`src/sv/sdvc_pkg.sv`:
```
// shared types, constants and state encoding for the sorted distinct value counter
// no dependencies

package sdvc_pkg;

    localparam int DATA_W          = 32;
    localparam int COUNT_W         = 32;
    localparam int DEF_MAX_ENTRIES = 64;
    localparam int DEF_VALUE_WIDTH = 32;

    localparam logic ACT_ADD  = 1'b0;
    localparam logic ACT_DUMP = 1'b1;

    typedef struct packed {
        logic                     action;
        logic signed [DATA_W-1:0] value;
    } t_in;

    typedef struct packed {
        logic signed [DATA_W-1:0] out_value;
        logic [COUNT_W-1:0]       out_count;
        logic                     entry_valid;
        logic                     overflowed;
        logic                     last;
    } t_out;

    typedef struct packed {
        logic lt;
        logic eq;
    } t_cmp;

    typedef enum logic [2:0] {
        S_IDLE,
        S_SCAN,
        S_SHIFT_RD,
        S_SHIFT_WR,
        S_INSERT,
        S_DUMP_RD,
        S_DUMP_LD,
        S_DUMP_EMPTY
    } t_state;

endpackage

```
`src/sv/sdvc_alu.sv`:
```
// shared compare and saturating count unit
// depends on sdvc_pkg

module sdvc_alu #(
    parameter int VALUE_WIDTH = sdvc_pkg::DEF_VALUE_WIDTH
) (
    input  logic [VALUE_WIDTH-1:0]      i_entry,
    input  logic [VALUE_WIDTH-1:0]      i_key,
    input  logic [sdvc_pkg::COUNT_W-1:0] i_count,
    output sdvc_pkg::t_cmp              o_cmp,
    output logic [sdvc_pkg::COUNT_W-1:0] o_count_inc
);
    import sdvc_pkg::*;

    // signed order of two's complement values
    always_comb begin
        o_cmp.lt = $signed(i_entry) < $signed(i_key);
        o_cmp.eq = (i_entry == i_key);
    end

    // saturate at all ones
    assign o_count_inc = (&i_count) ? i_count : i_count + COUNT_W'(1);

endmodule

```
`config.mk`:
```
export PLATFORM = sky130hd
export DESIGN_NAME = sdvc_alu
export DESIGN_NICKNAME = d
export VERILOG_FILES = /design/src/sv/sdvc_pkg.sv /design/src/sv/sdvc_alu.sv
export SDC_FILE = /design/constraint.sdc
export NUM_CORES = 1
export LEC_CHECK = 0
export ABC_AREA = 1
export BUFFER_PORTS_ARGS = -buffer_cell sky130_fd_sc_hd__buf_4
export CAP_MARGIN = 10
export CORE_MARGIN = 1
export CORE_UTILIZATION = 49
export DETAILED_ROUTE_END_ITERATION = 10
export GPL_TIMING_DRIVEN = 0
export PLACE_DENSITY = 0.91
export SYNTH_ARGS = -nofsm -noshare
export SYNTH_HDL_FRONTEND = slang
export SYNTH_SLANG_ARGS = --single-unit
```
`constraint.sdc`:
```
create_clock -name vclk -period 2.7
set_input_delay 0.405 -clock vclk [all_inputs]
set_output_delay 0.405 -clock vclk [all_outputs]
set_load 0.05 [all_outputs]
```
==> flow_summary_export.csv <==
group,metric,value,unit
status,outcome,"complete, no violations",
die,fp.dieH,65.6,um
placed_design,hpwl,6150,um
sta,finalSetupTns,0,ns
synthesis,postSynthNetCount,507,
global_routing,grt_use_total,33.1,%
sta,relSlewSlack,73.4,%
die,rows,22,
placed_design,dp_cells,556,
die,coreArea,0.00377,mm2
sta,fin_crit_sh,91.5,%
synthesis,yosysTopAreaCellShare,23.6,%
global_routing,overflow,0,
job,cap_violations,0,
layout,layout-drive-gt1-share,31.1,%
power,irDropWorstVdd,0.165,mV
synthesis,ys_seq_area_share,0,%
synthesis,yosysMostFrequentCell,"nand2_1",
layout,design.seq.count,0,
layout,clock_buffers,0,
global_routing,grt_pass1_wl,11600,um
layout,insertedDiodeCount,0,
synthesis,syn_inst,378,
power,p_total,0.478,mW
synthesis,yosysUniqueCellTypes,26,
sta,final_hold_viol_count,0,
layout,final_util,80.1,%
drt,vias,2852,
synthesis,syn_area,0.00198,mm2
drt,route.detailed.drc,0,
synthesis,syn_area_per_cell,5.25,um2
sta,setup_slack,0.230,ns
clocking,ctsHoldBuffers,0,
sta,setup_viol,0,
die,io_pins,130,
min_path,hold_path_depth,3,
layout,fin_nets,639,
sta,max_clock_freq,0.405,GHz
critical_path,worstSetupEndpointType,"primary output",
critical_path,worstPathRequired,2.30,ns
clocking,cts-resized-gates,0,
sta,fin_crit,2.47,ns
global_routing,grt_max_degree,11,
critical_path,cp_max_fo,6,
placed_design,place_area,0.00302,mm2
power,p_per_area,158,mW/mm2
critical_path,arrival,2.07,ns
synthesis,synthTopCellsByArea,"nand2_1 (24%), ha_1 (21%), inv_1 (13%), nand3_1 (8.6%), nor2_1 (6.2%)",
drt,routed_wl,6920,um
synthesis,yosys.area.top_type,"nand2_1",
sta,worst_slew_pin_slew,0.396,ns
drt,drtPass1Iterations,4,
critical_path,path_class,"in2out",
synthesis,synth_warnings,0,
drt,wire_per_inst,12.4,um
placed_design,portBuffers,130,
layout,layout.cells.non_filler,556,
power,cellLeakagePower,1.81,nW
critical_path,start_kind,"primary input",
sta,drv_slew,0,
placed_design,pre_cts_slack,0.280,ns
die,dieWidth,65.6,um
global_routing,grt_antenna_before_repair,0,
global_routing,gr-max-usage-layer,"met2",
drt,viasPerCell,5.13,
clocking,post_cts_buffers,0,
sta,rsz0062_at_grt,"false",
drt,antenna_left,0,
global_routing,use_met1,35.2,%
min_path,hp-class,"in2out",
layout,fillers,299,
placed_design,place_congestion,0.922,
sta,worst_hold_slack,1.17,ns
drt,drt_iter0_drc,122,
die,initial_utilization,52.6,%
global_routing,grt_util_met2,64.7,%
synthesis,synth_commonest_cells,"nand2_1 (125), inv_1 (69), nand3_1 (34)",
global_routing,grt_pass1_vias,2881,
layout,final-seq-area,0,um2
layout,design_area,0.00302,mm2
global_routing,grtUsageMet3,4.34,%
die,die_area,0.00431,mm2
layout,syn2layout_area_growth,52.2,%
==> kinds of logic (layout without fill, tap and decap cells) <==
logic type | count (synthesis) | after routing | share of synthesized area, %
simple gates | 239 | 239 | 55.4
compound gates | 26 | 26 | 6.81
fa+ha+maj | 33 | 33 | 20.8
xor+xnor | 4 | 4 | 1.77
buf+inv | 76 | 206 | 15.2
==> cells in the final DEF, fill, tap and decap left out, drive strengths merged <==
cell type    n
a21o         1
a21oi       13
and2         1
and3b        1
buf        133
ha          33
inv         73
nand2      128
nand3       44
nand4        5
nor2        36
nor3        14
nor4         4
o21a         1
o21ai       11
or2          6
xnor2        2
xor2         2
==> critical path, cell delays in order <==
cell and delay (ns):
buf_4 0.11, ha_1 0.26, nand3_2 0.16, inv_2 0.10, nand2_1 0.09, inv_2 0.07, nand3_2 0.09, nor2_1 0.16
nand3_1 0.15, nand2_1 0.11, nand2_1 0.05, o21ai_0 0.08, buf_4 0.23
==> routing by layer <==
layer	part of all wire [%]	up-vias
li1	-	1466
met2	51	131
met1	39	1236
met3	7.8	19
met4	3.0	0
met5	0	-
==> power breakdown <==
| part | switching, mW | leakage (nW) | internal, mW |
|---|---|---|---|
| Combinational | 0.275 | 1.81 | 0.203 |
| Sequential | 0 | 0 | 0 |
| Clock | 0 | 0 | 0 |
| Total | 0.275 | 1.81 | 0.203 |
==> layout make-up <==
cell class / count / area [um2] / share of cell area, %
multi-input cells: 302 / 1680 / 55.7
repair buffers: 130 / 976 / 32.3
inverters: 73 / 274 / 9.07
plain buffers: 3 / 27.5 / 0.911
well taps: 48 / 60.1 / 1.99
==> path summary, 6_finish.rpt <==
kind | start | to
setup / recovery | i_count[0] | o_count_inc[5]
hold / removal | i_count[0] | o_count_inc[0]
Power figures use the tool's default switching activity.
