<file path="src/sv/sdvc_mem.sv">
// entry table memory: one write port, one read port with registered read data
// depends on nothing

module sdvc_mem #(
    parameter int DEPTH = 64,
    parameter int WIDTH = 64,
    parameter int AW    = 6
) (
    input  logic             i_clk,
    input  logic             i_wr_en,
    input  logic [AW-1:0]    i_wr_addr,
    input  logic [WIDTH-1:0] i_wr_data,
    input  logic [AW-1:0]    i_rd_addr,
    output logic [WIDTH-1:0] o_rd_data
);

    logic [WIDTH-1:0] r_mem [DEPTH];
    logic [WIDTH-1:0] r_rd_data;

    always_ff @(posedge i_clk) begin
        if (i_wr_en) begin
            r_mem[i_wr_addr] <= i_wr_data;
        end
        r_rd_data <= r_mem[i_rd_addr];
    end

    assign o_rd_data = r_rd_data;

endmodule

</file>
<file path="config.mk">
export PLATFORM = sky130hd
export DESIGN_NAME = sdvc_mem
export DESIGN_NICKNAME = d
export VERILOG_FILES = /design/src/sv/sdvc_mem.sv
export SDC_FILE = /design/constraint.sdc
export NUM_CORES = 2
export LEC_CHECK = 0
export BUFFER_PORTS_ARGS = -buffer_cell sky130_fd_sc_hd__buf_2
export CAP_MARGIN = 10
export CORE_ASPECT_RATIO = 1.5
export CORE_UTILIZATION = 40
export DETAILED_ROUTE_END_ITERATION = 10
export PLACE_DENSITY_LB_ADDON = 0.15
export SYNTH_ARGS = -nofsm -noshare
export SYNTH_HDL_FRONTEND = slang
export SYNTH_SLANG_ARGS = --single-unit
</file>
<file path="constraint.sdc">
create_clock -name i_clk -period 7.2 [get_ports i_clk]
set_clock_uncertainty 0.2 [all_clocks]
set_input_delay 0 -clock i_clk [delete_from_list [all_inputs] [get_ports i_clk]]
set_output_delay 0 -clock i_clk [all_outputs]
set_load 0.01 [all_outputs]
</file>
==> impl_metrics.yaml <==
finish:
  layout_common_cells: "edfxtp_1 (4,096), mux4_2 (1,024), clkbuf_16 (405), buf_4 (193), a22oi_1 (168)"
  fillCellCount: 32300
  drive_above_1_share_pct: 27.7
  final_common_cell: "edfxtp_1"
  area_growth_pct: 13.9
  final_nets: 7156
routing:
  ant_nets: 0
  first_pass_iters: 5
  wl_per_cell_um: 37.2
  first_iter_violations: 7441
  drc: 0
  drt-vias-per-instance: 5.98
  vias: 74800
  wirelength_mm: 465
pwr:
  pwr_density_cell_nw_per_um2: 283
  p_switching_mw: 10.7
  switching_share_pct: 21.2
  power_frac_seq_pct: 53.4
  p_comb_share_pct: 4.7
  intPower_mw: 39.7
  total_leakage_power_nw: 55.1
  clock_power_share_pct: 41.9
  peakVddDrop_v: 0.000207
clock_network:
  clock_path_buffers: 4
  cts_resized: 0
  cts_htree_levels: 5
  ctsRootBufferMaster: "clkbuf_16"
  cts_tree: "built"
  cts_inserted_buffers: 398
  clock_sinks: 4160
  clkSlewWorstSetupHoldPaths_ns: 0.06
  clock_latency_ns: 0.96
floorplan:
  die_h_um: 768
  rows: 280
  die_area_um2: 393000
  ioPinCount: 142
  die_x_um: 512
  initial_core_util_pct: 40.3
  coreArea_um2: 388000
timing:
  finalCriticalPeriod_ns: 3.73
  rsz0062_at_grt: "false"
  max_slew_margin_pct: 18.7
  setup_tns_ns: 0
  timing.fmax_mhz: 268
  fin_crit_sh_pct: 51.8
  maxSlewViolCount: 0
  hold_violations: 0
  setup_viol: 0
  hold_slack_ns: 0.115
  tightest_slew_ns: 1.22
critical_path:
  crit_buf_inv: 4
  critPathLaunchType: "primary input"
  cp_slowest_cell: "nand2b_1"
  cp_common_cell: "buf_4"
  crit_fanout: 51
  critPathTopFamily: "buffers and inverters"
  cp.arrival_ns: 4.41
  cp_cell_sequence: "dlygate4sd3_1, buf_8, buf_4, buf_4, nand2b_1, o221ai_1, o22ai_1, and3_1"
  end_kind: "flop"
  r2r_end: "o_rd_data[29]"
  path_class: "in2reg"
  max_stage_delay_ns: 0.95
  r2r-start: "r_mem[62][29]"
  r2r_setup_slack_ns: 4.71
  worstPathRequired_ns: 7.88
  rr_worst_depth: 5
flow_run:
  maxCapViolCount: 0
yosys:
  async_reset_ff_share_pct: 0
  synthFlopType: "edfxtp_1"
  yosysSeqAreaShare_pct: 79.5
  syn-mean-instance-area_um2: 23.7
  ys_ff_latch: 4160
  syn_inst: 6598
  syn_area_um2: 156000
  synth_nets: 6676
  synth_cell_types: 33
  synth_edf_count: 4096
  synth-warning-count: 0
placement:
  port_buffers: 141
  hpwl_mm: 245
  place_congestion: 0.758
global_route:
  grt_pass1_vias: 78000
  grt_usage_pct: 23.5
  grt-ovfl-total: 0
  grt_first_pass_wirelength_mm: 641
  grt_max_degree: 139
  antenna_found_initial: 48
min_path:
  holdPathStages: 5
  holdCritStartpoint: "i_rd_addr[3]"
  hp-class: "in2reg"
  hold_end: "o_rd_data[57]"
status:
  status: "complete, no violations"
layer usage:
| layer | GRT usage, % | wire [µm] | vias to the layer above |
|---|---|---|---|
| met2 | 42.0 | 246000 | 2538 |
| met5 | 0 | 136 | - |
| met3 | 2.86 | 24800 | 610 |
| li1 | - | - | 29500 |
| met1 | 30.0 | 181000 | 42100 |
| met4 | 6.48 | 13100 | 20 |
flip-flops by register name, summed over array words and instances, names as in the netlist:
signal	count
o_rd_data	64
r_mem	4096
worst register-to-register path, cell delays in order, from the launching register on:
cell and delay (ns):
edfxtp_1 0.36, mux4_2 0.48, mux2i_1 0.21, o22ai_1 0.12
a41oi_1 0.70, a211oi_1 0.19
cell type report:
class | instances | area [µm²] | area share, %
Multi-Input combinational cell | 2049 | 30800 | 17.3
Tap cell | 5076 | 6350 | 3.57
Sequential cell | 4160 | 124000 | 69.8
Inverter | 19 | 71.3 | 0.0400
Antenna cell | 18 | 45.0 | 0.0253
Clock buffer | 519 | 10700 | 6.02
Clock inverter | 205 | 2190 | 1.23
Timing Repair Buffer | 450 | 3660 | 2.06
power by group through the flow:
stage	clock network [mW]	registers, mW	logic (mW)
floorplan	0	27.4	1.25
finish	21.1	26.9	2.36
global placement	0	27.5	2.32
CTS	21.5	26.9	2.41
global route	22.3	26.9	2.50
detailed placement	0	27.5	2.35
logic make-up (layout without fill, tap and decap cells):
group | Yosys count | count (layout) | synth area share, %
flops | 4160 | 4160 | 79.5
mux | 1159 | 1159 | 15.6
compound gates | 504 | 504 | 2.48
buf+inv | 389 | 1193 | 1.18
simple gates | 386 | 386 | 1.24
other cells | 0 | 18 | 0
stage by stage:
stage | setup slack (ns) | cells | total power, mW | instance area [µm²] | utilization [%]
after floorplan | 1.56 | 6598 | 28.7 | 156000 | -
after global placement | 3.03 | 11700 | 29.8 | 164000 | 42.3
after detailed placement | 3.07 | 11700 | 29.8 | 164000 | 42.3
after CTS | 3.43 | 12500 | 50.9 | 178000 | 45.9
after global routing | 3.45 | 12500 | 51.7 | 178000 | 45.9
final | 3.47 | 12500 | 50.4 | 178000 | 45.9
Yosys cell counts (all sizes together) (45+ instances only):
| library cell | number | share of area [%] |
|---|---|---|
| dfxtp | 64 | 0.82 |
| mux2i | 135 | 0.86 |
| clkbuf | 140 | 0.34 |
| edfxtp | 4096 | 79 |
| a211oi | 63 | 0.30 |
| and3 | 64 | 0.26 |
| nor2 | 112 | 0.27 |
| a22o | 88 | 0.49 |
| nand2 | 58 | 0.14 |
| buf | 230 | 0.80 |
| o22ai | 83 | 0.33 |
| a22oi | 168 | 0.81 |
| mux4 | 1024 | 15 |
| nand3 | 45 | 0.14 |
worst max-delay path by stage:
| stage | from | to | slack, ns | cells past startpoint |
|---|---|---|---|---|
| floorplan | i_wr_addr[3] | r_mem[48][0] | 1.56 | 4 |
| global placement | i_rd_addr[2] | o_rd_data[48] | 3.03 | 7 |
| detailed placement | i_rd_addr[2] | o_rd_data[48] | 3.07 | 7 |
| CTS | i_rd_addr[2] | o_rd_data[48] | 3.43 | 8 |
| global route | i_rd_addr[2] | o_rd_data[48] | 3.45 | 8 |
| finish | i_rd_addr[2] | o_rd_data[48] | 3.47 | 8 |
what timing repair did:
action | in CTS | in global routing
hold buffers | 83 | 2
setup buffers | 0 | 0
endpoints found under the hold margin | 4581 | 8
(Power assumes the default switching activity.)
